$ cat src/indexed_list_buffer_defines.svh
// Assertion macros shared by the indexed list buffer RTL.
// Needs no other file; the bodies are empty when SYNTH is defined.
`ifndef INDEXED_LIST_BUFFER_DEFINES_SVH
`define INDEXED_LIST_BUFFER_DEFINES_SVH

`ifndef SYNTH
// Check that a condition holds at every clock edge outside reset.
`define ILB_ASSERT_ALWAYS(label, clk, rst_n, expr) \
    label: assert property (@(posedge clk) disable iff (!rst_n) (expr)) \
        else $error("invariant violated");
// Check that a consequence holds in the same cycle as its trigger.
`define ILB_ASSERT_IMPL(label, clk, rst_n, ante, cons) \
    label: assert property (@(posedge clk) disable iff (!rst_n) (ante) |-> (cons)) \
        else $error("implication violated");
// Check that a consequence holds in the cycle after its trigger.
`define ILB_ASSERT_NEXT(label, clk, rst_n, ante, cons) \
    label: assert property (@(posedge clk) disable iff (!rst_n) (ante) |=> (cons)) \
        else $error("next-cycle implication violated");
`else
`define ILB_ASSERT_ALWAYS(label, clk, rst_n, expr)
`define ILB_ASSERT_IMPL(label, clk, rst_n, ante, cons)
`define ILB_ASSERT_NEXT(label, clk, rst_n, ante, cons)
`endif

`endif

$ cat src/ilb_pkg.sv
// Types and codes for the indexed list buffer.
// Used by the controller, the datapath and the top level; depends on nothing.
`timescale 1ns / 1ps
`default_nettype none

package ilb_pkg;

    typedef enum logic [1:0] {
        OP_APPEND = 2'd0,
        OP_INSERT = 2'd1,
        OP_DELETE = 2'd2,
        OP_READ   = 2'd3
    } t_op;

    typedef enum logic [1:0] {
        ST_DONE      = 2'd0,
        ST_BAD_INDEX = 2'd1,
        ST_FULL      = 2'd2
    } t_status;

    typedef enum logic [2:0] {
        S_IDLE,
        S_DECODE,
        S_SHIFT,
        S_DRAIN,
        S_PUTVAL,
        S_RDWAIT,
        S_DONE
    } t_state;

    // Commands from the controller to the datapath.
    typedef struct packed {
        logic    st_set;   // load the status code below
        t_status status;
        logic    wr_app;   // write the held word at the end of the list
        logic    wr_val;   // write the held word at the held index
        logic    rd_idx;   // read the store at the held index
        logic    rd_ptr;   // read the shift source and schedule its move
        logic    cap_rd;   // capture read data for the result
        logic    cnt_inc;
        logic    cnt_dec;
    } t_cmd;

    // Status from the datapath to the controller.
    typedef struct packed {
        t_op  op;
        logic idx_bad;   // index not below count
        logic full;      // count at capacity
        logic ptr_last;  // shift source is the last one
        logic del_last;  // delete of the final word, nothing to move
    } t_stat;

endpackage

`default_nettype wire

$ cat src/ilb_ctrl.sv
// Controller state machine of the indexed list buffer.
// Uses ilb_pkg and the assertion macros; drives the datapath by commands.
`timescale 1ns / 1ps
`default_nettype none

`include "indexed_list_buffer_defines.svh"

module ilb_ctrl
    import ilb_pkg::*;
(
    input  wire logic  i_clk,
    input  wire logic  i_rst_n,
    input  wire logic  start,
    input  wire t_stat i_stat,
    output logic       busy,
    output logic       o_load,
    output t_cmd       o_cmd,
    output logic       o_valid
);

    t_state r_state;
    t_state n_state;

    always_ff @(posedge i_clk) begin
        if (!i_rst_n) begin
            r_state <= S_IDLE;
        end else begin
            r_state <= n_state;
        end
    end

    // Next state.
    always_comb begin
        n_state = r_state;
        unique case (r_state)
            S_IDLE: begin
                if (start) n_state = S_DECODE;
            end
            S_DECODE: begin
                priority if (i_stat.op == OP_APPEND) begin
                    n_state = S_DONE;
                end else if (i_stat.idx_bad) begin
                    n_state = S_DONE;
                end else if (i_stat.op == OP_INSERT) begin
                    n_state = i_stat.full ? S_DONE : S_SHIFT;
                end else if (i_stat.op == OP_DELETE) begin
                    n_state = i_stat.del_last ? S_DONE : S_SHIFT;
                end else begin
                    n_state = S_RDWAIT;
                end
            end
            S_SHIFT: begin
                if (i_stat.ptr_last) n_state = S_DRAIN;
            end
            S_DRAIN: begin
                n_state = (i_stat.op == OP_INSERT) ? S_PUTVAL : S_DONE;
            end
            S_PUTVAL: n_state = S_DONE;
            S_RDWAIT: n_state = S_DONE;
            S_DONE:   n_state = S_IDLE;
            default:  n_state = S_IDLE;
        endcase
    end

    // Outputs.
    always_comb begin
        o_cmd   = '0;
        o_load  = 1'b0;
        o_valid = 1'b0;
        busy    = (r_state != S_IDLE);
        unique case (r_state)
            S_IDLE: begin
                o_load = start;
            end
            S_DECODE: begin
                o_cmd.st_set = 1'b1;
                o_cmd.status = ST_DONE;
                priority if (i_stat.op == OP_APPEND) begin
                    if (i_stat.full) begin
                        o_cmd.status = ST_FULL;
                    end else begin
                        o_cmd.wr_app  = 1'b1;
                        o_cmd.cnt_inc = 1'b1;
                    end
                end else if (i_stat.idx_bad) begin
                    o_cmd.status = ST_BAD_INDEX;
                end else if (i_stat.op == OP_INSERT) begin
                    if (i_stat.full) o_cmd.status = ST_FULL;
                end else if (i_stat.op == OP_DELETE) begin
                    if (i_stat.del_last) o_cmd.cnt_dec = 1'b1;
                end else begin
                    o_cmd.rd_idx = 1'b1;
                end
            end
            S_SHIFT: begin
                o_cmd.rd_ptr = 1'b1;
            end
            S_DRAIN: begin
                if (i_stat.op == OP_DELETE) o_cmd.cnt_dec = 1'b1;
            end
            S_PUTVAL: begin
                o_cmd.wr_val  = 1'b1;
                o_cmd.cnt_inc = 1'b1;
            end
            S_RDWAIT: begin
                o_cmd.cap_rd = 1'b1;
            end
            S_DONE: begin
                o_valid = 1'b1;
            end
            default: ;
        endcase
    end

    // A result is always followed by an idle cycle that can take a new command.
    `ILB_ASSERT_NEXT(a_done_then_idle, i_clk, i_rst_n, o_valid, !busy)
    // The store is never written by two different commands at once.
    `ILB_ASSERT_ALWAYS(a_one_write_cmd, i_clk, i_rst_n, !(o_cmd.wr_app && o_cmd.wr_val))

endmodule

`default_nettype wire

$ cat config.mk
export PLATFORM = sky130hd
export DESIGN_NAME = ilb_ctrl
export DESIGN_NICKNAME = d
export VERILOG_FILES = /design/src/ilb_pkg.sv /design/src/ilb_ctrl.sv
export VERILOG_INCLUDE_DIRS = /design/src /design/src/src
export SDC_FILE = /design/constraint.sdc
export NUM_CORES = 1
export LEC_CHECK = 0
export ABC_AREA = 0
export BUFFER_PORTS_ARGS = -buffer_cell sky130_fd_sc_hd__buf_2
export CORE_AREA = 8 8 45 47
export CTS_BUF_LIST = sky130_fd_sc_hd__clkbuf_8
export CTS_CLUSTER_SIZE = 14
export DETAILED_ROUTE_END_ITERATION = 12
export DIE_AREA = 0 0 53 55
export GPL_TIMING_DRIVEN = 0
export HOLD_SLACK_MARGIN = 0.15
export SYNTH_ARGS = -nofsm -noshare
export SYNTH_HDL_FRONTEND = slang
export SYNTH_SLANG_ARGS = --single-unit
$ cat constraint.sdc
create_clock -name i_clk -period 1.6 [get_ports i_clk]
set_clock_uncertainty 0.2 [all_clocks]
set_input_delay 0.24 -clock i_clk [delete_from_list [all_inputs] [get_ports i_clk]]
set_output_delay 0.24 -clock i_clk [all_outputs]
set_load 0.01 [all_outputs]
==> impl_results.rst <==
.. list-table::
   :header-rows: 1

   * - Metric
     - Value
   * - Post-DR vias/cell
     - 4.644
   * - Top flip-flop cell by instance count after synthesis
     - sky130_fd_sc_hd__dfxtp_1
   * - Reg2Reg Launch Point
     - r_state[2]
   * - Worst skew pair latency
     - 0.22 ns
   * - Die X
     - 53 um
   * - Length of the first detailed-routing pass in iterations
     - 2
   * - Fin cells
     - 104
   * - Post-synth EDFFs
     - 0
   * - Yosys synthesis warning count
     - 0
   * - Maximum number of pins on one net before global-route repair
     - 11
   * - Number of maximum-capacitance constraint violations
     - 0
   * - Async set-or-reset flop fraction in the synthesized netlist
     - 0
   * - Sequential share of power
     - 0.142
   * - Antenna Violating Nets Remaining
     - 0
   * - Via count of the first global-routing pass
     - 556
   * - Min Tclk post-route
     - 1.692 ns
   * - Syn Inst Count
     - 51
   * - Category of the most critical setup path
     - reg2out
   * - Static leakage
     - 0.3754 nW
   * - Number of buffers on the longest clock path
     - 2
   * - Most used standard cell by instance count after synthesis
     - sky130_fd_sc_hd__inv_1
   * - Kind of capture point of the worst setup path
     - output pin
   * - Final max-slew violation count
     - 0
   * - Critical path data required time
     - 1.16 ns
   * - Global router's overall resource usage
     - 0.1070
   * - Register ranked first by flip-flop count
     - r_state
   * - Max reg flops
     - 3
   * - Int Pwr
     - 0.7273 mW
   * - Clock group share of total power
     - 0.182
   * - Most area-hungry cell type in the Yosys netlist
     - sky130_fd_sc_hd__dfxtp_1
   * - Sum of internal, switching and leakage power
     - 1.182 mW
   * - Logic gate share of total power
     - 0.676
   * - Fraction of the core area covered by cells at the end of the flow
     - 0.5633
   * - Filler instances
     - 126
   * - Clock root buffer
     - sky130_fd_sc_hd__clkbuf_8
   * - Cells on worst reg2reg path
     - 5
   * - TritonCTS clock tree
     - done
   * - Ratio of final minimum period to clock period
     - 1.058
   * - Setup slack after layout
     - -0.09215 ns
   * - Global route total overflow
     - 0
   * - Maximum achievable frequency
     - 591.0 MHz
   * - I/O Pins
     - 22
   * - Area fraction of the dominant cell type after synthesis
     - 0.1569
   * - DRC violation total after the first TritonRoute iteration
     - 2
   * - # placed instances
     - 88
   * - Number of sinks driven by the clock tree
     - 3
   * - Signal arrival time at the worst endpoint
     - 1.25 ns
   * - Hold Violations, Final
     - 0
   * - Netlist area before placement
     - 382.9 sq um
   * - Element type at the critical path start
     - register
   * - Core area
     - 1384 sq um
   * - Startpoint of the worst hold path
     - start
   * - Total of flip-flops plus latches after synthesis
     - 3
   * - Row count
     - 14
   * - Total length of routed wires
     - 1286 um
   * - Sequential area share after synthesis
     - 0.1569
   * - Critical Path Fanout Max
     - 6
   * - Area growth, synth to finish
     - 103.6%
   * - Power density cells
     - 1517 nW/um^2
   * - DRC violations left
     - 0
   * - Slew HR
     - 0.8522
   * - Switching Power
     - 0.4549 mW
   * - Capturing point of the worst reg2reg path
     - r_state[1]
   * - Max rail drop VDD
     - 0.0005587 V
   * - Clock-pin slew on the worst setup and hold paths
     - 0.03 ns
   * - Netlist cell types
     - 26
   * - Largest regs
     - r_state (3)
   * - Sw frac
     - 0.3848
   * - Post-synthesis net count
     - 64
   * - Number of nets in the layout
     - 102
   * - Total number of vias
     - 483
   * - Worst hold-check path type
     - in2reg
   * - Post-detailed-placement half-perimeter wirelength
     - 902 um
   * - Dominant cells by area after synthesis
     - sky130_fd_sc_hd__dfxtp_1 16%, sky130_fd_sc_hd__ha_1 13%, sky130_fd_sc_hd__inv_1 6.9%, sky130_fd_sc_hd__o221ai_4 6.9%, sky130_fd_sc_hd__nor3_1 6.5%
   * - Wire length of the first global-routing pass
     - 2318 um
   * - Vertical extent of the die
     - 55 um
   * - Endpoint of the most critical setup path
     - o_load
   * - Final estimated routing congestion in global placement
     - 0.7409
   * - DR WL/cell
     - 12.37 um
   * - RSZ-0062 raised after global routing
     - yes
   * - Worst Setup SP
     - r_state[2]
   * - Violations in the final reports
     - negative setup slack
   * - Final number of setup-violating endpoints
     - 8
   * - Worst-margin pin slew
     - 0.2202 ns
   * - Top cells by instance count after synthesis
     - 7 x sky130_fd_sc_hd__inv_1, 6 x sky130_fd_sc_hd__nor2_1, 5 x sky130_fd_sc_hd__nor3_1, 4 x sky130_fd_sc_hd__ha_1, 4 x sky130_fd_sc_hd__nand2_1
   * - Worst hold-check slack
     - 0.2101 ns
   * - Fraction of layout instances using a drive strength above 1
     - 0.6932
   * - Depth of the CTS H-tree
     - 1
   * - Count of input and output buffers
     - 21
   * - Setup slack of the worst register-to-register path
     - -0.01 ns
   * - Antenna violations before repair
     - 0
   * - Initial Util
     - 0.2767
   * - Synthesized area divided by synthesized cell count
     - 7.507 sq um
   * - Outcome
     - complete, but fails checks
   * - Area of the die
     - 2915 sq um
   * - CTS buffer count
     - 3
   * - Antenna Diode Count
     - 0
==> cell families after synthesis <==
logic type	share of synthesized area
compound gates	0.2255
fa+ha+maj	0.1307
buf+inv	0.1275
flops	0.1569
simple gates	0.3595
==> area by class of cell <==
type | instances | area [sq um] | area share
clock buffers | 3 | 41.29 | 0.05297
repair buffers | 33 | 242.7 | 0.3114
multi-input cells | 38 | 347.8 | 0.4462
clock inverters | 1 | 3.754 | 0.004815
inverters | 8 | 35.03 | 0.04494
plain buffers | 2 | 22.52 | 0.02889
flip-flops and latches | 3 | 66.31 | 0.08507
well taps | 16 | 20.02 | 0.02568
==> routing by layer <==
layer	global-route usage	up-vias	routed length, um	share of wire
met2	0.2051	17	685	0.53
li1	-	248	-	-
met4	0.07759	0	24	0.019
met5	0	-	0	0
met1	0.09394	214	472	0.37
met3	0.02941	4	104	0.081
==> layout by cell type, fill, tap and decap left out, drive strengths merged, types with 2 or more instances in the layout <==
| cell | n |
|---|---|
| buf | 33 |
| clkbuf | 3 |
| dfxtp | 3 |
| dlygate4sd3 | 2 |
| ha | 4 |
| inv | 9 |
| nand2 | 5 |
| nor2 | 6 |
| nor2b | 3 |
| nor3 | 5 |
| or3 | 2 |
==> power by group through the flow <==
| stage | sequential (mW) | clock [mW] | combinational, mW |
|---|---|---|---|
| global route | 0.176 | 0.226 | 0.879 |
| floorplan | 0.133 | 0 | 0.382 |
| global placement | 0.144 | 0 | 0.516 |
| finish | 0.168 | 0.215 | 0.799 |
| detailed placement | 0.144 | 0 | 0.526 |
| CTS | 0.162 | 0.222 | 0.701 |
==> repair_timing <==
item	in CTS	in global routing
hold endpoints to repair	3	0
pin swaps	6	4
buffers inserted	8	3
endpoints found under the setup margin	9	10
hold buffers	2	0
resized for setup	20	11
==> how the worst min path moves through the flow <==
stage	end	slack (ns)	cells after the start
after CTS	r_state[2]	0.23	3
after global placement	r_state[1]	0.28	2
after global routing	r_state[1]	0.24	3
final	r_state[1]	0.21	3
after detailed placement	r_state[1]	0.27	2
after floorplan	r_state[1]	0.15	1
==> critical path, stage by stage (launching register included) <==
cell                      delay (ns)
sky130_fd_sc_hd__dfxtp_2        0.30
sky130_fd_sc_hd__buf_6          0.12
sky130_fd_sc_hd__or3_4          0.40
sky130_fd_sc_hd__nor2_2         0.08
sky130_fd_sc_hd__buf_2          0.13
==> through the flow <==
| stage | area [sq um] | setup WS, ns | setup TNS, ns |
|---|---|---|---|
| after global routing | 779.5 | -0.1482 | -0.9404 |
| final | 779.5 | -0.09215 | -0.3735 |
| after detailed placement | 519.2 | -0.1770 | -0.5680 |
| after global placement | 519.2 | -0.1773 | -0.5456 |
| after floorplan | 394.1 | 0.01552 | 0 |
| after CTS | 721.9 | -0.09404 | -0.3017 |
No activity file was read; power rests on OpenSTA's default activity.
